[src/hw/rtl/fra_gcd.sv]
`timescale 1ns / 1ps
// Binary gcd of two nonzero values, one shift or subtract per cycle.
module fra_gcd
#(
    parameter int NUM_WIDTH = 33,
    parameter int DIV_WIDTH = 30
)
(
    input  logic                 clk,
    input  logic                 rst_n,
    input  logic                 start,
    input  logic [NUM_WIDTH-1:0] x,
    input  logic [NUM_WIDTH-1:0] y,
    output logic                 done,
    output logic [DIV_WIDTH-1:0] g
);

    localparam int K_WIDTH = $clog2(NUM_WIDTH + 1);

    logic                 busy_reg, busy_next;
    logic                 done_reg, done_next;
    logic [NUM_WIDTH-1:0] u_reg, u_next;
    logic [NUM_WIDTH-1:0] v_reg, v_next;
    logic [K_WIDTH-1:0]   k_reg, k_next;
    logic [DIV_WIDTH-1:0] g_reg;

    logic [NUM_WIDTH:0]   u_minus_v;
    logic [NUM_WIDTH:0]   v_minus_u;
    logic [NUM_WIDTH-1:0] g_wide;
    logic                 equal;

    assign u_minus_v = {1'b0, u_reg} - {1'b0, v_reg};
    assign v_minus_u = {1'b0, v_reg} - {1'b0, u_reg};
    assign equal     = (u_reg == v_reg);
    assign g_wide    = u_reg << k_reg;

    always_comb
    begin
        busy_next = busy_reg;
        done_next = 1'b0;
        u_next    = u_reg;
        v_next    = v_reg;
        k_next    = k_reg;
        if (start)
        begin
            busy_next = 1'b1;
            u_next    = x;
            v_next    = y;
            k_next    = '0;
        end
        else if (busy_reg)
        begin
            if (equal)
            begin
                busy_next = 1'b0;
                done_next = 1'b1;
            end
            else if (!u_reg[0] && !v_reg[0])
            begin
                // common factor of two: count it
                u_next = u_reg >> 1;
                v_next = v_reg >> 1;
                k_next = k_reg + K_WIDTH'(1);
            end
            else if (!u_reg[0])
            begin
                u_next = u_reg >> 1;
            end
            else if (!v_reg[0])
            begin
                v_next = v_reg >> 1;
            end
            else if (u_minus_v[NUM_WIDTH])
            begin
                v_next = {1'b0, v_minus_u[NUM_WIDTH-1:1]};
            end
            else
            begin
                u_next = {1'b0, u_minus_v[NUM_WIDTH-1:1]};
            end
        end
    end

    always_ff @(posedge clk or negedge rst_n)
    begin
        if (!rst_n)
        begin
            busy_reg <= 1'b0;
            done_reg <= 1'b0;
        end
        else
        begin
            busy_reg <= busy_next;
            done_reg <= done_next;
        end
    end

    always_ff @(posedge clk)
    begin
        u_reg <= u_next;
        v_reg <= v_next;
        k_reg <= k_next;
        if (busy_reg && equal)
        begin
            g_reg <= g_wide[DIV_WIDTH-1:0];
        end
    end

    assign done = done_reg;
    assign g    = g_reg;

endmodule

[config.mk]
export PLATFORM = sky130hd
export DESIGN_NAME = fra_gcd
export DESIGN_NICKNAME = d
export VERILOG_FILES = /design/src/hw/rtl/fra_gcd.sv
export SDC_FILE = /design/constraint.sdc
export NUM_CORES = 1
export LEC_CHECK = 0
export BUFFER_PORTS_ARGS = -buffer_cell sky130_fd_sc_hd__buf_2
export CAP_MARGIN = 20
export CORE_UTILIZATION = 55
export CTS_BUF_LIST = sky130_fd_sc_hd__clkbuf_16
export DETAILED_ROUTE_END_ITERATION = 12
export PLACE_DENSITY_LB_ADDON = 0.3
export SKIP_LAST_GASP = 1
export SYNTH_ARGS = -nofsm -noshare
export SYNTH_HDL_FRONTEND = slang
export SYNTH_SLANG_ARGS = --single-unit
[constraint.sdc]
create_clock -name clk -period 5.02 [get_ports clk]
set_input_delay 0 -clock clk [delete_from_list [all_inputs] [get_ports clk]]
set_output_delay 0 -clock clk [all_outputs]
set_load 0.005 [all_outputs]
==> metrics.yaml <==
path_clk_slew_ns: 0.09
worst_pin_slew_ns: 0.959
grt_max_degree: 67
fin_crit_sh_pct: 78.5
synth.distinct_cells: 75
drive_above_1_share_pct: 13.9
cts.path.max_buffers: 2
grt_overflow_total: 0
synthesis.area_um2: 9940
firstDrtPassIters: 6
synth-edff-count: 96
cts_root_buf: "clkbuf_16"
timing.final.setup_violations: 0
worst-path-max-fanout: 19
crit_buf_inv: 2
slowest_stage: "edfxtp_1"
final_util_pct: 64.3
portBuffers: 99
grt_pass1_wl_um: 45900
via_per_inst: 6.35
fin_skew_ns: 0.0115
reg2reg_from: "u_reg[10]$_DFFE_PP_"
place_congestion: 0.941
dr_total_vias: 9406
required_ns: 5.07
clk_latency_ns: 0.36
path_depth: 11
layout_commonest_cell: "o21ai_0"
grt_pass1_vias: 8660
dp_slack_ns: 1.14
rows: 48
min_path_type: "input port to register"
fmax_ghz: 0.254
period_minus_slack_ns: 3.94
syn_inst: 1165
start_kind: "register"
avgSynthCellArea_um2: 8.53
io_pins: 100
seq_area_frac_synth_pct: 30.7
criticalPathCategory: "register to register"
ys.flop_type: "edfxtp_1"
die_h_um: 136
reg2reg_slack_ns: 1.08
post_cts_resized: 0
cts.sink_count: 104
crit_end: "u_reg[22]$_DFFE_PP_"
drt_iter0_drc: 925
fillers: 1535
dieArea_um2: 18600
status: "complete, no violations"
cts_setup_buffers: 0
drc: 0
grtUsageTotal_pct: 32.5
cts_inserted_buffers: 9
syn_nets: 1304
critPathLaunch: "u_reg[10]$_DFFE_PP_"
setup_ws_ns: 1.08
diodes: 0
wl_per_cell_um: 20.0
nNetsFinal: 1390
area_growth_pct: 13.0
routed_wl_um: 29600
tns_ns: 0
htree_levels: 3
ys_async_sr_fraction_pct: 1.92
critical-path-top-delay-family: "compound AO/OA/AOI/OAI gates"
start_util_pct: 56.9
drv_slew: 0
cp_cell_sequence: "inv_1 > ha_1 > and4_4 > nand3_2 > a2111oi_1 > a211oi_2 > a211oi_4 > nor3_1 > o21ai_0 > a21o_1 > buf_4"
r2r-end: "u_reg[22]$_DFFE_PP_"
die_width_um: 136
cts_tree: "yes"
core-area_um2: 17500
slew_headroom_pct: 36.1
finalHoldViolCount: 0
crit_arrival_ns: 3.99
holdWs_ns: 0.00760
rr_worst_depth: 11
cp-end-kind: "register"
yosysWarnings: 0
rsz0062_at_grt: "no"
antenna_found_initial: 0
max_stage_delay_ns: 0.53
ys_seq_elements: 104
most-common-layout-cells: "o21ai_0 (114), nand2_1 (103), nor2_1 (102), buf_2 (98), edfxtp_1 (96)"
ant_nets: 0
maxCapViolations: 0
dp_hpwl_um: 22400
cells by family after synthesis:
group	synth area share, %
xor+xnor	4.85
fa+ha+maj	8.96
buf+inv	6.54
compound gates	25.6
simple gates	15.2
flops	30.7
mux	8.16
area by class of cell:
class	instances	area [um^2]	share of cell area [%]
Timing Repair Buffer	160	1080	9.60
Clock inverter	7	66.3	0.590
Tap cell	225	282	2.51
Multi-Input combinational cell	901	6240	55.6
Clock buffer	9	225	2.01
Inverter	75	282	2.51
Sequential cell	104	3050	27.2
per-layer routing:
| layer | global-route usage [%] | vias up | share of wire [%] |
|---|---|---|---|
| li1 | - | 4432 | - |
| met1 | 44.8 | 4395 | 42 |
| met2 | 51.5 | 511 | 45 |
| met3 | 4.55 | 68 | 9.6 |
| met4 | 12.3 | 0 | 3.3 |
| met5 | 0 | - | 0 |
tightest hold or removal path: stages:
cell and delay [ns]:
buf_2 0.07, nand2_1 0.05, o31a_1 0.09, o21ai_0 0.05
how the worst min path moves through the flow:
stage,startpoint,end,depth (start not counted)
finish,y[22],v_reg[22]$_DFFE_PP_,4
global route,x[24],u_reg[24]$_DFFE_PP_,2
CTS,x[10],u_reg[10]$_DFFE_PP_,2
detailed placement,rst_n,busy_reg$_DFF_PN0_,1
global placement,rst_n,done$_DFF_PN0_,1
floorplan,rst_n,busy_reg$_DFF_PN0_,0
Yosys cell counts, types with 4 or more instances:
cell       instances  share of area (%)
nand2b_1          11               0.69
nor2_1           103                3.9
buf_2             15               0.76
nand2_1          103                3.9
o21bai_1           5               0.38
a211oi_1          20                1.5
o21ai_0          115                5.8
o31ai_1            6               0.45
ha_1              68                8.6
xor2_1            19                1.7
inv_1             72                2.7
edfxtp_1          96                 29
or4_1              4               0.30
mux4_2            18                4.1
o21a_1            10               0.76
mux2i_1           27                2.7
nor2b_1           10               0.63
buf_4              4               0.30
a221oi_1           4               0.35
nand3_1           25                1.3
nor3_1            15               0.76
a21oi_1           89                4.5
or3_1              7               0.44
buf_1              4               0.15
o211ai_1           9               0.68
o211a_1            4               0.40
a2bb2oi_1         31                2.7
a21o_1            32                2.4
o31a_1            11               0.97
xnor2_1           36                3.2
dfxtp_1            6                1.2
and2_1            10               0.63
and3_1            10               0.63
a31oi_1           16                1.0
a22oi_1           11               0.83
nand4_1           10               0.63
clkbuf_1          59                2.2
mux2_2            12                1.4
per-stage QoR:
step	cell area, um^2	instances
final	11200	1481
after detailed placement	10400	1416
after CTS	11200	1480
after global placement	10400	1416
after global routing	11200	1481
after floorplan	9940	1165
what timing repair did:
item / 4_1_cts / 5_1_grt
endpoints found under the setup margin: 0 / 0
hold buffers: 48 / 1
endpoints found under the hold margin: 48 / 1
Power is left out: the tool's default activity adds up to more than one toggle a clock period on the data nets, which glitch-free logic cannot reach.
