<file path="config.mk">
export PLATFORM = sky130hd
export DESIGN_NAME = fra_div
export DESIGN_NICKNAME = d
export VERILOG_FILES = /design/src/hw/rtl/fra_div.sv
export SDC_FILE = /design/constraint.sdc
export NUM_CORES = 1
export LEC_CHECK = 0
export ABC_AREA = 1
export BUFFER_PORTS_ARGS = -buffer_cell sky130_fd_sc_hd__buf_2
export CORE_MARGIN = 5
export CORE_UTILIZATION = 35
export CTS_BUF_LIST = sky130_fd_sc_hd__clkbuf_2 sky130_fd_sc_hd__clkbuf_4 sky130_fd_sc_hd__clkbuf_8
export DETAILED_ROUTE_END_ITERATION = 7
export PLACE_DENSITY_LB_ADDON = 0.3
export SETUP_SLACK_MARGIN = 0.15
export SYNTH_ARGS = -nofsm -noshare
export SYNTH_HDL_FRONTEND = slang
export SYNTH_SLANG_ARGS = --single-unit
</file>
<file path="constraint.sdc">
create_clock -name clk -period 2.2 [get_ports clk]
set_input_delay 0.33 -clock clk [delete_from_list [all_inputs] [get_ports clk]]
set_output_delay 0.33 -clock clk [all_outputs]
set_load 0.005 [all_outputs]
</file>
<file path="src/hw/rtl/fra_div.sv">
`timescale 1ns / 1ps
// Restoring bit-serial unsigned divider, one quotient bit per cycle.
module fra_div
#(
    parameter int NUM_WIDTH = 33,
    parameter int DIV_WIDTH = 30
)
(
    input  logic                 clk,
    input  logic                 rst_n,
    input  logic                 start,
    input  logic [NUM_WIDTH-1:0] dividend,
    input  logic [DIV_WIDTH-1:0] divisor,
    output logic                 done,
    output logic [NUM_WIDTH-1:0] quotient,
    output logic [DIV_WIDTH-1:0] remainder
);

    localparam int CNT_WIDTH = $clog2(NUM_WIDTH + 1);

    logic                 busy_reg, busy_next;
    logic                 done_reg, done_next;
    logic [CNT_WIDTH-1:0] cnt_reg, cnt_next;
    logic [NUM_WIDTH-1:0] quo_reg;
    logic [DIV_WIDTH-1:0] rem_reg;
    logic [DIV_WIDTH-1:0] dsr_reg;

    logic [DIV_WIDTH:0]   rem_shift;
    logic [DIV_WIDTH:0]   rem_sub;
    logic                 fits;

    // shift in the next dividend bit, subtract where the divisor fits
    assign rem_shift = {rem_reg, quo_reg[NUM_WIDTH-1]};
    assign rem_sub   = rem_shift - {1'b0, dsr_reg};
    assign fits      = rem_shift >= {1'b0, dsr_reg};

    always_comb
    begin
        busy_next = busy_reg;
        cnt_next  = cnt_reg;
        done_next = 1'b0;
        if (start)
        begin
            busy_next = 1'b1;
            cnt_next  = CNT_WIDTH'(NUM_WIDTH);
        end
        else if (busy_reg)
        begin
            cnt_next = cnt_reg - CNT_WIDTH'(1);
            if (cnt_reg == CNT_WIDTH'(1))
            begin
                busy_next = 1'b0;
                done_next = 1'b1;
            end
        end
    end

    always_ff @(posedge clk or negedge rst_n)
    begin
        if (!rst_n)
        begin
            busy_reg <= 1'b0;
            done_reg <= 1'b0;
            cnt_reg  <= '0;
        end
        else
        begin
            busy_reg <= busy_next;
            done_reg <= done_next;
            cnt_reg  <= cnt_next;
        end
    end

    always_ff @(posedge clk)
    begin
        if (start)
        begin
            quo_reg <= dividend;
            rem_reg <= '0;
            dsr_reg <= divisor;
        end
        else if (busy_reg)
        begin
            quo_reg <= {quo_reg[NUM_WIDTH-2:0], fits};
            rem_reg <= fits ? rem_sub[DIV_WIDTH-1:0] : rem_shift[DIV_WIDTH-1:0];
        end
    end

    assign done      = done_reg;
    assign quotient  = quo_reg;
    assign remainder = rem_reg;

endmodule

</file>
==> key figures, run 1 <==
Synth
  • Main area contributors after synthesis: edfxtp_1, nand2_1, dfxtp_1
  • Cell area after synthesis: around 6400 sq um
  • Cells after Synth: around 910
  • Mapped Avg Cell Area: about 7 sq um
  • Synth top area share: 0.2940
  • Post-synth cell types: 38
  • Yosys Warn Count: 0
  • Syn nets: just over 1000
  • Area leader, netlist: edfxtp_1
  • Flops & latches, synth: between 100 and 150
  • Seq/Total Area, Yosys: 0.4185

Drt
  • WL/cell: between 10 and 15 um
  • Via density: roughly 4.7
  • DRC viols: 0
  • Router iterations before antenna repair: 5
  • Initial DRC count: approximately 310
  • ANT nets after route: 0
  • Via count: between 6000 and 7000
  • Drt total wl: ~19000 um

Placement
  • Placer Congestion: about 1
  • Hpwl dp: 14130 um
  • Dpl cells: 1284
  • Buffers added on ports: roughly 130

Power
  • Leak: between 0.004 and 0.005 uW
  • Worst vdd ir: around 0.48 mV
  • Combinational power share: 0.550
  • Sw frac: 0.4353
  • Clock network fraction of total power: 0.146
  • Sw power: roughly 3900 uW
  • Sequential power share: 0.304
  • Pint: a little over 5000 uW
  • Power Density: around 1000 nW/um^2
  • Final Total Pwr: 8935 uW

STA
  • Final Critical Period: roughly 2.1 ns
  • Endpoints failing setup: 0
  • Final hold viol count: 0
  • Setup TNS: 0 ns
  • Fmax: 0.4692 GHz
  • Worst slew pin tran: 0.6267 ns
  • RSZ-0062 raised after global routing: yes
  • Relative slew slack: 0.5818
  • Clock Skew: 0.02525 ns
  • Final period util: 0.9688
  • Max Slew Vio Count: 0

Setup path
  • RR Endpoint: remainder[26]$_SDFFE_PP0P_
  • Slowest CP cell: edfxtp_1
  • Critical Path RT: roughly 2.5 ns
  • CP Cell Sequence: inv_2 -> ha_4 -> inv_2 -> fa_2 -> buf_6 -> nand4_1 -> nand3b_1 -> nand2_2 -> nand2_1 -> nand2_1 -> nand3_1 -> nand2_1 -> nand2_1
  • WS Path Type: register to register
  • Worst path max stage delay: just over 0.4 ns
  • Setup crit start kind: register
  • Worst Setup End Kind: register
  • FF-to-FF Start: quotient[32]$_DFFE_PP_
  • Crit path DAT: between 2 and 2.5 ns
  • R2r setup slk: 0.07 ns
  • Worst reg-to-reg path cell count: 13
  • CP most frequent cell: nand2_1
  • CP max FO: 3

Die
  • Initial Utilization: 0.3569
  • Height of the die: about 150 um
  • Row count: approximately 50
  • I/O pin count: 130
  • Die width: approximately 150 um
  • CORE AREA: 18020 sq um
  • Die area: between 20000 and 25000 sq um

GRT
  • First-pass GRT wire length: 29540 um
  • Tot GR Track Use: 0.1697
  • Global route overflow: 0
  • Initial antenna violation count: 1
  • Largest net degree at the start of global routing: 56
  • Vias in the first global route: a little under 6000

Run status
  • Status: complete, no violations

Final layout
  • Synth-to-layout area growth: 35.98%
  • Area of the multi-input gates: ~3900 sq um
  • Share of cells above drive strength 1: 0.3211
  • Antenna Cells: 0
  • Non-Filler Instances: 1316
  • Number of flip-flops in the largest register: 33
  • Final nets: around 1200
  • # fillers: around 1800
  • Register area: 2696 sq um

Clock network
  • Clock Latency Late Sink: approximately 0.42 ns
  • CTS tree: yes
  • Longest Clk Path Bufs: 2
  • H-tree depth: 3
  • Clk root buf: clkbuf_8
  • Clock-pin transition on the worst setup and hold timing paths: ~0.13 ns
  • Clock buffer count from CTS: 9
  • Clock sinks: 101

Job
  • Maxcap violations: 0

Min path
  • Hold Path Sink: dsr_reg[8]$_DFFE_PP_
  • Hold WC Path Type: primary input to register
  • Hold Path Cell Cnt: 1
  • HP Start: divisor[8]
-- logic make-up (layout without fill, tap and decap cells) --
family / count (synthesis) / after routing / synth area share
AND/OR/NAND/NOR: 544 / 544 / 0.3506
XOR/XNOR: 14 / 14 / 0.01906
buffers and inverters: 162 / 340 / 0.09957
flip-flops: 101 / 101 / 0.4185
adder cells (fa/ha/maj): 34 / 34 / 0.06729
AO/OA/AOI/OAI: 54 / 54 / 0.04492
-- per-layer routing --
| metal | wire, um | track usage | up-vias |
|---|---|---|---|
| li1 | - | - | 3205 |
| met1 | 8760 | 0.2319 | 2789 |
| met2 | 8597 | 0.2680 | 161 |
| met3 | 1387 | 0.05201 | 20 |
| met4 | 242 | 0.03358 | 2 |
| met5 | 7 | 0 | - |
-- worst max-delay path by stage --
| stage | start | endpoint | cells past startpoint |
|---|---|---|---|
| final | quotient[32]$_DFFE_PP_ | remainder[26]$_SDFFE_PP0P_ | 13 |
| after global routing | quotient[32]$_DFFE_PP_ | remainder[26]$_SDFFE_PP0P_ | 13 |
| after CTS | quotient[32]$_DFFE_PP_ | remainder[14]$_SDFFE_PP0P_ | 13 |
| after detailed placement | quotient[32]$_DFFE_PP_ | remainder[14]$_SDFFE_PP0P_ | 13 |
| after global placement | remainder[18]$_SDFFE_PP0P_ | remainder[2]$_SDFFE_PP0P_ | 13 |
| after floorplan | quotient[32]$_DFFE_PP_ | remainder[28]$_SDFFE_PP0P_ | 16 |
-- worst max-delay path: cells and delay by family (launching register included) --
kind	cells	cell delay, ns
adder cells (fa/ha/maj)	2	0.52
flip-flops	1	0.41
buffers and inverters	3	0.26
AND/OR/NAND/NOR	8	0.82
-- area by class of cell --
class / count / share of cell area
clock buffer: 9 / 0.01416
clock inverter: 7 / 0.01130
inverter: 143 / 0.06221
multi-input combinational: 646 / 0.4419
sequential: 101 / 0.3082
tap: 229 / 0.03275
timing repair buffer: 181 / 0.1294
-- metrics by stage --
step,hold slack [ns],cell area [sq um],worst slack (ns),util
final,0.07708,8748,0.06873,0.4854
after global routing,0.05080,8748,-0.06274,0.4854
after CTS,0.05880,8013,0.1419,0.4445
after detailed placement,0.1883,7607,0.008613,0.4220
after global placement,0.1817,7607,0.01268,0.4220
after floorplan,0.03441,6435,0.2388,-
-- placed cells by master, fill, tap and decap left out, drive strengths merged, types with 2 or more instances in the layout --
cell type / count
inv: 147
edfxtp: 63
xnor2: 12
nand3b: 8
clkbuf: 9
dfrtp: 8
ha: 33
dfxtp: 30
buf: 180
and2: 4
o21bai: 2
nand3: 74
nor2: 72
nor3: 7
xor2: 2
a21oi: 28
o21a: 2
o21ai: 19
clkinv: 3
nand4: 11
nand2: 365
-- what timing repair did --
item                                   4_1_cts  5_1_grt
pin swaps                                    4       45
cloned                                       0        1
setup endpoints to repair                   31       31
resized for setup                           37      146
setup buffers                                1       13
hold buffers                                 1        0
endpoints found under the hold margin        8        0
-- power by group through the flow --
stage	clock network [uW]	registers, uW	logic, uW
detailed placement	0	2670	3890
CTS	1370	2650	4100
floorplan	0	2670	2520
global placement	0	2660	3880
finish	1310	2720	4910
global route	1430	2770	5460
-- synth_stat cells (all sizes together) --
| master | n |
|---|---|
| a21boi | 1 |
| a21oi | 28 |
| a31oi | 1 |
| and2 | 4 |
| and3 | 1 |
| buf | 8 |
| clkbuf | 11 |
| dfrtp | 8 |
| dfxtp | 30 |
| edfxtp | 63 |
| fa | 1 |
| ha | 33 |
| inv | 143 |
| nand2 | 365 |
| nand3 | 74 |
| nand3b | 8 |
| nand4 | 11 |
| nor2 | 72 |
| nor3 | 7 |
| o21a | 2 |
| o21ai | 19 |
| o21bai | 2 |
| o22ai | 1 |
| or2 | 1 |
| or3b | 1 |
| xnor2 | 12 |
| xor2 | 2 |
No activity file was read; power rests on OpenSTA's default activity.
==> run 2: changes to the inputs <==
--- a/config.mk
+++ b/config.mk
@@ -9,7 +9,8 @@
 export BUFFER_PORTS_ARGS = -buffer_cell sky130_fd_sc_hd__buf_2
 export CORE_MARGIN = 5
 export CORE_UTILIZATION = 35
-export CTS_BUF_LIST = sky130_fd_sc_hd__clkbuf_2 sky130_fd_sc_hd__clkbuf_4 sky130_fd_sc_hd__clkbuf_8
+export CTS_BUF_LIST = sky130_fd_sc_hd__clkbuf_16
+export CTS_CLUSTER_DIAMETER = 200
 export DETAILED_ROUTE_END_ITERATION = 7
 export PLACE_DENSITY_LB_ADDON = 0.3
 export SETUP_SLACK_MARGIN = 0.15
==> run 2 against run 1 <==
Effect of this change:
- via count rose by 0.92%
- critical path depth rose by 1
- final cell count rose by 0.68%
- power rose by 6.9%
- utilization rose by 1.2 points
- sequential power barely moved
- first-iteration DRC count rose by 13%
- count of clock-buffer cells in the layout did not move
- global-route usage rose by 0.13 points
- wire length rose by 1.8%
- highest routed layer unchanged
==> key figures, run 2 (synthesized netlist as in run 1, its figures left out) <==
Run status
  • Status: complete, no violations

Clock network
  • H-tree depth: 3
  • Clock buffer count from CTS: 9
  • CTS tree: yes
  • Clock-pin transition on the worst setup and hold timing paths: approximately 0.090 ns
  • Longest Clk Path Bufs: 2
  • Clk root buf: clkbuf_16
  • Clock sinks: 101
  • Clock Latency Late Sink: about 0.37 ns

Drt
  • Initial DRC count: 349
  • WL/cell: ~15 um
  • Router iterations before antenna repair: 5
  • Drt total wl: between 15000 and 20000 um
  • Via count: a little over 6000
  • DRC viols: 0
  • ANT nets after route: 0
  • Via density: 4.705

Setup path
  • CP most frequent cell: nand2_2
  • WS Path Type: register to register
  • Worst path max stage delay: 0.36 ns
  • Worst reg-to-reg path cell count: 14
  • R2r setup slk: 0.14 ns
  • Worst Setup End Kind: register
  • CP Cell Sequence: inv_2 -> ha_4 -> nand2_4 -> nor2_1 -> nand2_2 -> nand2_2 -> nand2_2 -> nand2_2 -> nand2_2 -> nand3_4 -> buf_2 -> nand2_1 -> nand3_1 -> o21ai_1
  • CP max FO: 7
  • Critical Path RT: about 2.5 ns
  • Crit path DAT: around 2.3 ns
  • Setup crit start kind: register
  • Slowest CP cell: edfxtp_1

Placement
  • Placer Congestion: around 1
  • Hpwl dp: approximately 14000 um
  • Buffers added on ports: roughly 130

Die
  • I/O pin count: 130
  • Height of the die: around 150 um
  • Die area: 21190 sq um
  • Row count: 49
  • CORE AREA: 18020 sq um
  • Die width: roughly 150 um
  • Initial Utilization: 0.3569

Power
  • Worst vdd ir: 0.5329 mV
  • Power Density: between 1000 and 1500 nW/um^2
  • Leak: approximately 0.0046 uW

GRT
  • Initial antenna violation count: 1
  • Tot GR Track Use: 0.1710
  • Global route overflow: 0
  • First-pass GRT wire length: 29700 um
  • Largest net degree at the start of global routing: 56
  • Vias in the first global route: roughly 5900

STA
  • Clock Skew: around 0.015 ns
  • Final hold viol count: 0
  • Worst slew pin tran: roughly 0.6 ns
  • Final Critical Period: just over 2 ns
  • Setup TNS: 0 ns
  • Fmax: 0.4847 GHz
  • Relative slew slack: 0.5941
  • RSZ-0062 raised after global routing: yes
  • Endpoints failing setup: 0
  • Max Slew Vio Count: 0
  • Final period util: 0.9377
  • Worst hold slack: roughly 0.13 ns

Final layout
  • Antenna Cells: 0
  • Share of cells above drive strength 1: 0.3358
  • Most common cell after layout, fill and taps aside: nand2_1
  • # fillers: between 1500 and 2000
  • Final nets: approximately 1200
  • Most frequent cells in the layout: nand2_1, buf_2, inv_1
  • Number of flip-flops in the largest register: 33
  • Synth-to-layout area growth: 39.42%

Min path
  • Hold WC Path Type: primary input to register
  • Hold Path Cell Cnt: 1

Job
  • Maxcap violations: 0
run 2: cell count changes in the layout (fill, tap and decap cells not counted), sizes merged:
cell and change:
clkbuf +3, buf +6
run 2: routing by layer:
| layer | global-route usage | wire length, um | up-vias |
|---|---|---|---|
| li1 | - | - | 3224 |
| met1 | 0.2329 | 9064 | 2822 |
| met2 | 0.2680 | 8704 | 167 |
| met3 | 0.04422 | 1306 | 19 |
| met4 | 0.05224 | 261 | 2 |
| met5 | 0 | 7 | - |
run 2: path summary, 6_finish.rpt:
path / endpoint / startpoint
setup / recovery: remainder[3]$_SDFFE_PP0P_ / dsr_reg[6]$_DFFE_PP_
hold / removal: dsr_reg[7]$_DFFE_PP_ / divisor[7]
setup reg to reg: remainder[3]$_SDFFE_PP0P_ / dsr_reg[6]$_DFFE_PP_
hold reg to reg: remainder[25]$_SDFFE_PP0P_ / remainder[25]$_SDFFE_PP0P_
max in group asynchronous: cnt_reg[5]$_DFFE_PN0P_ / rst_n
min in group asynchronous: cnt_reg[0]$_DFFE_PN0P_ / rst_n
run 2: report_power, final:
group	internal [uW]	switching [uW]	leakage, uW
clock	843	873	0.000157
combinational	2310	2800	0.00339
sequential	2390	337	0.00100
total	5540	4010	0.00455
run 2: worst max-delay path: cells and delay by family, from the launching register on:
| kind | cells | cell delay (ns) |
|---|---|---|
| AOI/OAI and AO/OA | 1 | 0.06 |
| adders and majority gates | 1 | 0.30 |
| buffers and inverters | 2 | 0.26 |
| DFF | 1 | 0.36 |
| and+or+nand+nor | 10 | 0.96 |
run 2: what timing repair did:
item                                    4_1_cts  5_1_grt
hold buffers                                  1        0
setup buffers                                 1       19
pin swaps                                     5       56
gates cloned                                  0        4
resized for setup                            34      151
endpoints found under the setup margin       31       31
endpoints found under the hold margin         8        0
run 2: layout make-up:
class,count,area [sq um],share of cell area
Sequential cell,101,2700,0.3010
Clock inverter,7,98.84,0.01102
Clock buffer,9,225.2,0.02511
Multi-Input combinational cell,646,3875,0.4320
Inverter,143,541.8,0.06040
Timing Repair Buffer,190,1242,0.1385
Tap cell,229,286.5,0.03194
run 2: stage by stage:
step | total power [uW] | area (sq um) | utilization | setup WS, ns | std cells
2_1_floorplan | 5191 | 6435 | - | 0.2388 | 909
3_3_place_gp | 6545 | 7607 | 0.4220 | 0.01268 | 1284
3_5_place_dp | 6560 | 7607 | 0.4220 | 0.008613 | 1284
4_1_cts | 8523 | 8113 | 0.4501 | 0.1492 | 1302
5_1_grt | 10260 | 8970 | 0.4976 | 0.009297 | 1325
6_report | 9550 | 8970 | 0.4976 | 0.1370 | 1325
