==> config.mk <==
export PLATFORM = sky130hd
export DESIGN_NAME = fra_mul
export DESIGN_NICKNAME = d
export VERILOG_FILES = /design/src/hw/rtl/fra_mul.sv
export SDC_FILE = /design/constraint.sdc
export NUM_CORES = 1
export LEC_CHECK = 0
export ABC_AREA = 0
export BUFFER_PORTS_ARGS = -buffer_cell sky130_fd_sc_hd__buf_2
export CORE_MARGIN = 4
export CORE_UTILIZATION = 50
export DETAILED_ROUTE_END_ITERATION = 10
export GPL_TIMING_DRIVEN = 0
export PLACE_DENSITY = 0.7
export SETUP_SLACK_MARGIN = 0.05
export SLEW_MARGIN = 20
export SYNTH_ARGS = -nofsm -noshare
export SYNTH_HDL_FRONTEND = slang
export SYNTH_SLANG_ARGS = --single-unit
==> constraint.sdc <==
create_clock -name clk -period 5.5 [get_ports clk]
set_input_delay 0.275 -clock clk [delete_from_list [all_inputs] [get_ports clk]]
set_output_delay 0.275 -clock clk [all_outputs]
set_load 0.01 [all_outputs]
==> src/hw/rtl/fra_mul.sv <==
`timescale 1ns / 1ps
// Shared signed multiplier with a registered product.
module fra_mul
#(
    parameter int OPND_WIDTH = 16
)
(
    input  logic                           clk,
    input  logic signed [OPND_WIDTH-1:0]   mul_a,
    input  logic signed [OPND_WIDTH-1:0]   mul_b,
    output logic signed [2*OPND_WIDTH-1:0] product
);

    logic signed [2*OPND_WIDTH-1:0] product_reg;

    always_ff @(posedge clk)
    begin
        product_reg <= mul_a * mul_b;
    end

    assign product = product_reg;

endmodule

==> results of run 1 <==
## worst paths after layout
path / to / slack, ns
worst max-delay path: product[30]$_DFF_P_ / -0.12
worst min-delay path: product[0]$_DFF_P_ / 0.33
## metal layers
metal	vias up	track usage, %
li1	3604	-
met1	4181	29.6
met2	313	43.2
met3	86	5.20
met4	0	9.16
met5	-	0
## logic make-up (layout without fill, tap and decap cells)
kind of cell	Yosys count	after routing	share of synthesized area (%)
AND/OR/NAND/NOR	311	311	14.8
flip-flops	32	32	6.07
adder cells (fa/ha/maj)	344	344	59.4
XOR/XNOR	35	35	2.90
buffers and inverters	328	483	11.8
AO/OA/AOI/OAI	77	77	5.06
## layout by cell type (no fill, tap or decap), drive strengths merged, types with 6 or more instances in the layout
cell type and count:
inv 292, fa 262, buf 161, nand2 132, and2 124, ha 82, dfxtp 32, xnor2 31
clkbuf 28, a21oi 26, nor2 25, o21ai 13, nand3 8, a21o 7, o211ai 6
## final cells by class
type,instances,area (µm²)
Clock buffer,6,139
Sequential cell,32,641
Buffer,33,583
Fill cell,1614,7270
Multi-Input combinational cell,767,9100
Clock inverter,2,15.0
Inverter,292,1100
Timing Repair Buffer,150,1310
Tap cell,270,338
## through the flow
stage | worst slack (ns) | TNS, ns | hold slack (ns) | std cells | area (µm²)
finish | -0.116 | -0.244 | 0.330 | 1552 | 13200
global route | -0.255 | -1.18 | 0.338 | 1552 | 13200
CTS | -0.141 | -0.584 | 0.331 | 1529 | 12700
detailed placement | -1.03 | -11.57 | 0.634 | 1461 | 11300
global placement | -0.943 | -10.20 | 0.641 | 1461 | 11300
floorplan | 0.0520 | 0 | 0.397 | 1127 | 10700
## what timing repair did
item	4_1_cts	5_1_grt
setup endpoints to repair	16	13
resized for setup	179	118
hold buffers	0	0
buffers inserted	61	26
cloned	0	1
pin swaps	50	62
==> Implementation_results.wiki, run 1 <==
{| class="wikitable"
! Metric !! Value
|-
| Routed met3 length || 1790 µm
|-
| Met2 wire length || 15300 µm
|-
| Total track usage || 24.5%
|-
| Library cell with the highest instance count after synthesis || sky130_fd_sc_hd__inv_1
|-
| Setup repair after global routing missed its margin || true
|-
| Count of yosys warnings during synthesis || 0
|-
| Combined buffer and inverter count along the critical path || 6
|-
| Fraction of the yosys area taken by sequential cells || 6.07%
|-
| Violations in the final reports || negative setup slack
|-
| Achievable clock frequency || 178 MHz
|-
| Number of nets in the finished design || 1658
|-
| Maximum level of the CTS H-tree || 2
|-
| Worst Setup SP || mul_b[11]
|-
| Starting utilization of the core area || 51.5%
|-
| PnR worst setup slack || -0.116 ns
|-
| Core Box Area || 20500 µm²
|-
| Worst Path Class, Setup || input port to flop
|-
| Area share of the leading cell type in the synthesized netlist || 49.7%
|-
| Number of detailed-routing iterations run before antenna repair || 7
|-
| Max-slew headroom || 64.1%
|-
| Most frequent cells after synthesis || 292 x sky130_fd_sc_hd__inv_1, 262 x sky130_fd_sc_hd__fa_1, 132 x sky130_fd_sc_hd__nand2_1
|-
| PortBufs || 64
|-
| Post-synthesis sequential element count || 32
|-
| Overflow after GRT || 0
|-
| Hold violation count in the final report || 0
|-
| Vias per cell || 5.27
|-
| Sum of net half-perimeters after detailed placement || 22100 µm
|-
| Highest metal used || met4
|-
| Number of primary I/O pins || 65
|-
| Biggest area consumer among synthesized cells || sky130_fd_sc_hd__fa_1
|-
| Slowest cell on the critical path || sky130_fd_sc_hd__fa_1
|-
| Total inserted antenna cells || 0
|-
| Area overhead of the layout relative to synthesis || 25.3%
|-
| Startpoint of the tightest hold check path || mul_b[0]
|-
| Fraction of the cycle the final worst path needs || 102%
|-
| Syn Area/Cell || 9.37 µm²
|-
| ANT nets after route || 0
|-
| Routed wirelength normalized by instance count || 18.6 µm
|-
| Count of cell instances traversed by the critical path || 21
|-
| Std cell rows || 52
|-
| Gate Count Post-Synth || 1127
|-
| Largest stage delay, worst path || 0.55 ns
|-
| DIE HEIGHT || 153 µm
|-
| Maximum fanout encountered on the critical timing path || 7
|-
| Number of global-route vias before repair || 8860
|-
| Routed via count || 8184
|-
| Arrival time at the worst endpoint || 5.83 ns
|-
| Routability Congestion || 0.882
|-
| Post-synth design cell area || 10600 µm²
|-
| Area contributors post-synth || sky130_fd_sc_hd__fa_1 50%, sky130_fd_sc_hd__inv_1 10%, sky130_fd_sc_hd__ha_1 9.7%
|-
| Most numerous cell on the critical path || sky130_fd_sc_hd__fa_1
|-
| DRC || 0
|-
| Sinks on the clock net || 32
|-
| Final critical path time including I/O delays and setup || 5.62 ns
|-
| Number of max-slew violations in the final report || 0
|-
| Count of flip-flops with a built-in enable after synthesis || 0
|-
| Asr flop ratio synth || 0%
|-
| Ratio of cells with drive above 1 in the final layout || 23.7%
|-
| CP endpoint kind || flop
|-
| Die outline area || 23500 µm²
|-
| Number of antenna violations at the first check in global routing || 0
|-
| Final standard cell utilization of the core || 64.5%
|-
| Routed metal-1 wirelength || 10700 µm
|-
| Mapped Nets || 1504
|-
| Final setup violation count || 4
|-
| Max-cap viol count || 0
|-
| Crit start category || input port
|-
| Tightest Pin Transition || 0.538 ns
|-
| Clock slew at reported path FFs || 0.06 ns
|-
| Maximum count of clock buffers along a single path || 2
|-
| Final wirelength || 28900 µm
|-
| Number of buffers created by CTS || 5
|-
| Critical Path, Cell by Cell || buf_6, clkbuf_8, buf_12, nand2_1, fa_1, inv_1, fa_1, fa_1, fa_1, fa_1, inv_1, fa_1, inv_2, ha_4, nand4_1, nor2_2, nand3_1, o211a_4, o211a_1, or3_4, o211ai_1
|-
| Number of cells on the worst hold path || 2
|-
| Number of flip-flops under the largest register name || 32
|-
| Worst min path class || input port to flop
|-
| Clock tree from TritonCTS || done
|-
| Kind of cell adding the most delay to the critical path || adder cells
|-
| Die X-Extent || 153 µm
|-
| WP data required || 5.71 ns
|-
| Post-synthesis cell type count || 49
|-
| Status || finished with violations
|-
| Initial DRC count || 464
|-
| Predominant post-synthesis flop cell || sky130_fd_sc_hd__dfxtp_1
|-
| Pin count of the biggest net entering global routing || 17
|-
| Global-route wire length before repair || 45200 µm
|-
| Clock root buffer || sky130_fd_sc_hd__clkbuf_16
|}
Power of run 1 is not shown: default switching activity piles up to over one toggle a cycle in this logic, so the estimate is an artifact.
==> run 2: changes to the inputs <==
GPL_TIMING_DRIVEN = not set   (was 0)
SKIP_CTS_REPAIR_TIMING = 1   (was not set)
==> Implementation_results.wiki, run 2 (synthesis results as in run 1) <==
{| class="wikitable"
! Metric !! Value
|-
| Number of buffers created by CTS || 5
|-
| Achievable clock frequency || 184 MHz
|-
| Clock root buffer || sky130_fd_sc_hd__clkbuf_16
|-
| Std cell rows || 52
|-
| Starting utilization of the core area || 51.5%
|-
| Area occupied by multi-input gates || 8950 µm²
|-
| Worst Path Class, Setup || input port to flop
|-
| Die outline area || 23500 µm²
|-
| Overflow after GRT || 0
|-
| Tightest Pin Transition || 0.332 ns
|-
| ANT nets after route || 0
|-
| Combined buffer and inverter count along the critical path || 4
|-
| Number of global-route vias before repair || 8712
|-
| PortBufs || 64
|-
| Total track usage || 21.8%
|-
| Most common library cell in the layout ignoring fill and taps || sky130_fd_sc_hd__inv_1
|-
| Maximum level of the CTS H-tree || 2
|-
| Number of primary I/O pins || 65
|-
| Largest stage delay, worst path || 0.62 ns
|-
| Max-cap viol count || 0
|-
| Kind of cell adding the most delay to the critical path || adder cells
|-
| Count of cell instances traversed by the critical path || 19
|-
| Max-slew headroom || 77.8%
|-
| Setup repair after global routing missed its margin || true
|-
| Register Area || 641 µm²
|-
| Number of nets in the finished design || 1652
|-
| Number of antenna violations at the first check in global routing || 0
|-
| Layout fillers || 1750
|-
| Routed via count || 7844
|-
| CP endpoint kind || flop
|-
| Most used cells in the layout excluding fill and tap cells || 283 x sky130_fd_sc_hd__inv_1, 244 x sky130_fd_sc_hd__fa_1, 126 x sky130_fd_sc_hd__nand2_1, 114 x sky130_fd_sc_hd__and2_1, 102 x sky130_fd_sc_hd__buf_4
|-
| Fraction of the cycle the final worst path needs || 98.7%
|-
| Worst min path class || input port to flop
|-
| Initial DRC count || 329
|-
| Critical Path, Cell by Cell || buf_12, buf_6, and2_4, fa_1, fa_2, fa_2, fa_2, fa_1, inv_1, fa_1, inv_2, ha_4, nand4_1, nor2_2, nand3_1, o211a_1, o211a_1, or3_4, xnor2_1
|-
| Slowest cell on the critical path || sky130_fd_sc_hd__fa_2
|-
| Endpoint of the worst hold path || product[0]$_DFF_P_
|-
| Startpoint of the tightest hold check path || mul_b[0]
|-
| Clock slew at reported path FFs || 0.06 ns
|-
| Ratio of cells with drive above 1 in the final layout || 20.2%
|-
| PnR worst setup slack || 0.0717 ns
|-
| Routed wirelength normalized by instance count || 16.1 µm
|-
| Final setup violation count || 0
|-
| Worst hold slack across all endpoints || 0.434 ns
|-
| Area overhead of the layout relative to synthesis || 19.6%
|-
| Final critical path time including I/O delays and setup || 5.43 ns
|-
| Final standard cell utilization of the core || 61.6%
|-
| Sinks on the clock net || 32
|-
| Arrival time at the worst endpoint || 5.61 ns
|-
| Routability Congestion || 0.898
|-
| Number of max-slew violations in the final report || 0
|-
| Maximum fanout encountered on the critical timing path || 13
|-
| Core Box Area || 20500 µm²
|-
| Number of cells on the worst hold path || 2
|-
| DIE HEIGHT || 153 µm
|-
| Number of flip-flops under the largest register name || 32
|-
| Status || complete, no violations
|-
| Setup Total Neg Slack || 0 ns
|-
| Sum of net half-perimeters after detailed placement || 22000 µm
|-
| DRC || 0
|-
| Maximum count of clock buffers along a single path || 2
|-
| Crit start category || input port
|-
| WP data required || 5.68 ns
|-
| Die X-Extent || 153 µm
|-
| Vias per cell || 5.07
|-
| Final wirelength || 25000 µm
|-
| Total inserted antenna cells || 0
|-
| Hold violation count in the final report || 0
|-
| Number of detailed-routing iterations run before antenna repair || 5
|-
| Global-route wire length before repair || 41600 µm
|-
| Worst setup slack before clock tree synthesis || -0.387 ns
|-
| Pin count of the biggest net entering global routing || 17
|-
| Clock tree from TritonCTS || done
|}
## run 2: changes by cell type in the layout (fill, tap and decap cells not counted), moves of 5 or more
cell | previous run | this run
sky130_fd_sc_hd__inv_1 | 269 | 283
sky130_fd_sc_hd__buf_2 | 35 | 40
sky130_fd_sc_hd__buf_4 | 79 | 102
sky130_fd_sc_hd__buf_6 | 22 | 15
sky130_fd_sc_hd__buf_8 | 12 | 2
sky130_fd_sc_hd__nand2_1 | 117 | 126
sky130_fd_sc_hd__nand2_4 | 6 | 0
sky130_fd_sc_hd__clkbuf_4 | 1 | 8
sky130_fd_sc_hd__clkbuf_16 | 19 | 5
sky130_fd_sc_hd__inv_2 | 22 | 9
## run 2: area by class of cell
cell class	instances	area share [%]
Inverter	292	8.68
Multi-Input combinational cell	767	70.8
Clock inverter	1	0.238
Clock buffer	7	1.21
Timing Repair Buffer	177	11.3
Sequential cell	32	5.07
Tap cell	270	2.67
## run 2: metrics by stage
stage	area [µm²]	cells
2_1_floorplan	10700	1127
3_3_place_gp	12100	1534
3_5_place_dp	12100	1534
4_1_cts	12200	1542
5_1_grt	12600	1546
6_report	12600	1546
## run 2: how the worst max path moves through the flow
stage                    from             endpoint  slack [ns]
finish               mul_a[3]  product[28]$_DFF_P_        0.07
global route         mul_b[5]  product[30]$_DFF_P_        -0.1
CTS                  mul_a[5]  product[29]$_DFF_P_       -0.09
detailed placement   mul_a[5]  product[29]$_DFF_P_       -0.39
global placement     mul_a[5]  product[30]$_DFF_P_       -0.29
floorplan           mul_a[12]  product[28]$_DFF_P_        0.05
## run 2: layer usage
metal	track usage (%)	part of all wire [%]	wire length, µm
met1	26.7	38	9560
met2	41.6	55	13700
met3	2.40	4.6	1140
met4	4.37	2.3	573
met5	0	0	0
Power of run 2 is left out for the same reason.
==> run 3: changes to the inputs <==
ABC_AREA = 1   (was 0)
==> Implementation_results.wiki, run 3 <==
{| class="wikitable"
! Metric !! Value
|-
| Starting utilization of the core area || 50.8%
|-
| DIE HEIGHT || 160 µm
|-
| Ratio of cells with drive above 1 in the final layout || 10.6%
|-
| Biggest area consumer among synthesized cells || sky130_fd_sc_hd__fa_1
|-
| Arrival time at the worst endpoint || 5.36 ns
|-
| Die outline area || 25500 µm²
|-
| Number of antenna violations at the first check in global routing || 0
|-
| Layout fillers || 2153
|-
| Fraction of the yosys area taken by sequential cells || 5.57%
|-
| Total track usage || 22.6%
|-
| Worst setup slack before clock tree synthesis || -0.0237 ns
|-
| Syn Area/Cell || 7.75 µm²
|-
| Global-route wire length before repair || 47100 µm
|-
| Most frequent cells after synthesis || 462 x sky130_fd_sc_hd__inv_1, 384 x sky130_fd_sc_hd__nand2_1, 262 x sky130_fd_sc_hd__fa_1
|-
| Count of flip-flops with a built-in enable after synthesis || 0
|-
| Vias per cell || 4.96
|-
| Most common library cell in the layout ignoring fill and taps || sky130_fd_sc_hd__inv_1
|-
| Kind of cell adding the most delay to the critical path || adder cells
|-
| Core Box Area || 22600 µm²
|-
| Final standard cell area without fillers || 12400 µm²
|-
| Number of primary I/O pins || 65
|-
| Library cell with the highest instance count after synthesis || sky130_fd_sc_hd__inv_1
|-
| Maximum count of clock buffers along a single path || 2
|-
| Max-cap viol count || 0
|-
| Initial DRC count || 560
|-
| WP data required || 5.67 ns
|-
| Post-synthesis sequential element count || 32
|-
| Maximum fanout encountered on the critical timing path || 11
|-
| Die X-Extent || 160 µm
|-
| Placed inst area || 12200 µm²
|-
| Area overhead of the layout relative to synthesis || 8.05%
|-
| Overflow after GRT || 0
|-
| PnR worst setup slack || 0.312 ns
|-
| Number of flip-flops under the largest register name || 32
|-
| Max-slew headroom || 57.7%
|-
| Worst Path Class, Setup || input port to flop
|-
| Maximum level of the CTS H-tree || 2
|-
| Routability Congestion || 0.928
|-
| Status || complete, no violations
|-
| Post-route insts no fill || 1817
|-
| Area share of the leading cell type in the synthesized netlist || 45.6%
|-
| Clock tree from TritonCTS || done
|-
| Number of buffers created by CTS || 5
|-
| Post-placement cell count || 1809
|-
| Routed wirelength normalized by instance count || 14.9 µm
|-
| Number of nets in the finished design || 1908
|-
| Pin count of the biggest net entering global routing || 17
|-
| Achievable clock frequency || 193 MHz
|-
| Critical Path, Cell by Cell || buf_2, nand2_1, inv_1, fa_1, buf_4, fa_1, fa_1, fa_1, fa_1, inv_1, fa_1, inv_1, ha_1, nand2_1, nor2_1, inv_2, nor2_4, nand4_1, nand4_1, nand2_1
|-
| Sum of net half-perimeters after detailed placement || 24000 µm
|-
| Most used cells in the layout excluding fill and tap cells || 462 x sky130_fd_sc_hd__inv_1, 384 x sky130_fd_sc_hd__nand2_1, 261 x sky130_fd_sc_hd__fa_1, 82 x sky130_fd_sc_hd__ha_1, 64 x sky130_fd_sc_hd__buf_2
|-
| Sinks on the clock net || 32
|-
| Clock slew at reported path FFs || 0.06 ns
|-
| Fraction of the cycle the final worst path needs || 94.3%
|-
| Count of yosys warnings during synthesis || 0
|-
| Routed via count || 9017
|-
| Slowest cell on the critical path || sky130_fd_sc_hd__fa_1
|-
| Crit start category || input port
|-
| Number of max-slew violations in the final report || 0
|-
| Post-synthesis cell type count || 28
|-
| CP endpoint kind || flop
|-
| PortBufs || 64
|-
| Clock root buffer || sky130_fd_sc_hd__clkbuf_16
|-
| Std cell rows || 55
|-
| Setup repair after global routing missed its margin || false
|-
| Predominant post-synthesis flop cell || sky130_fd_sc_hd__dfxtp_1
|-
| Number of global-route vias before repair || 9708
|-
| Mapped Nets || 1861
|-
| Final setup violation count || 0
|-
| Final standard cell utilization of the core || 54.9%
|-
| Hold violation count in the final report || 0
|-
| Total inserted antenna cells || 0
|-
| DRC || 0
|-
| Worst min path class || input port to flop
|-
| Post-synth design cell area || 11500 µm²
|-
| Combined buffer and inverter count along the critical path || 6
|-
| Final critical path time including I/O delays and setup || 5.19 ns
|-
| Most numerous cell on the critical path || sky130_fd_sc_hd__fa_1
|-
| Area contributors post-synth || sky130_fd_sc_hd__fa_1 46%, sky130_fd_sc_hd__inv_1 15%, sky130_fd_sc_hd__nand2_1 13%
|-
| Number of detailed-routing iterations run before antenna repair || 5
|-
| Tightest Pin Transition || 0.634 ns
|-
| Final wirelength || 27000 µm
|-
| Gate Count Post-Synth || 1484
|-
| Largest stage delay, worst path || 0.63 ns
|-
| Asr flop ratio synth || 0%
|-
| ANT nets after route || 0
|}
[run 3: path summary, 6_finish.rpt]
path                      start                  end  slack, ns  depth (start not counted)
worst max-delay path  mul_a[15]  product[22]$_DFF_P_       0.31                         20
worst min-delay path   mul_b[0]   product[0]$_DFF_P_       0.48                          4
[run 3: metrics by stage]
step	hold slack, ns	TNS, ns
2_1_floorplan	0.373	0
3_3_place_gp	0.670	0
3_5_place_dp	0.670	-0.0237
4_1_cts	0.462	0
5_1_grt	0.466	0
6_report	0.480	0
[run 3: per-layer routing]
layer	vias to the layer above	GRT usage (%)	part of all wire (%)
li1	4231	-	-
met4	0	5.17	2.5
met3	55	2.97	6.3
met5	-	0	0
met2	271	40.7	51
met1	4460	29.2	40
[run 3: worst min-delay path: stages]
cell                      delay (ns)
sky130_fd_sc_hd__buf_2          0.13
sky130_fd_sc_hd__buf_4          0.20
sky130_fd_sc_hd__nand2_1        0.07
sky130_fd_sc_hd__inv_1          0.03
[run 3: cells by family after synthesis]
logic type	Yosys count	synth area share, %
xor+xnor	19	1.45
compound gates	48	2.35
flops	32	5.57
fa+ha+maj	344	54.5
simple gates	510	18.8
buf+inv	531	17.3
[run 3: cell type report]
| type | count | area, µm² | area share [%] |
|---|---|---|---|
| inverter | 472 | 1770 | 14.3 |
| timing repair buffer | 99 | 608 | 4.89 |
| multi-input combinational | 921 | 8880 | 71.5 |
| clock buffer | 5 | 125 | 1.01 |
| tap | 285 | 357 | 2.87 |
| sequential | 32 | 641 | 5.16 |
| clock inverter | 3 | 42.5 | 0.342 |
Power of run 3 is left out for the same reason.
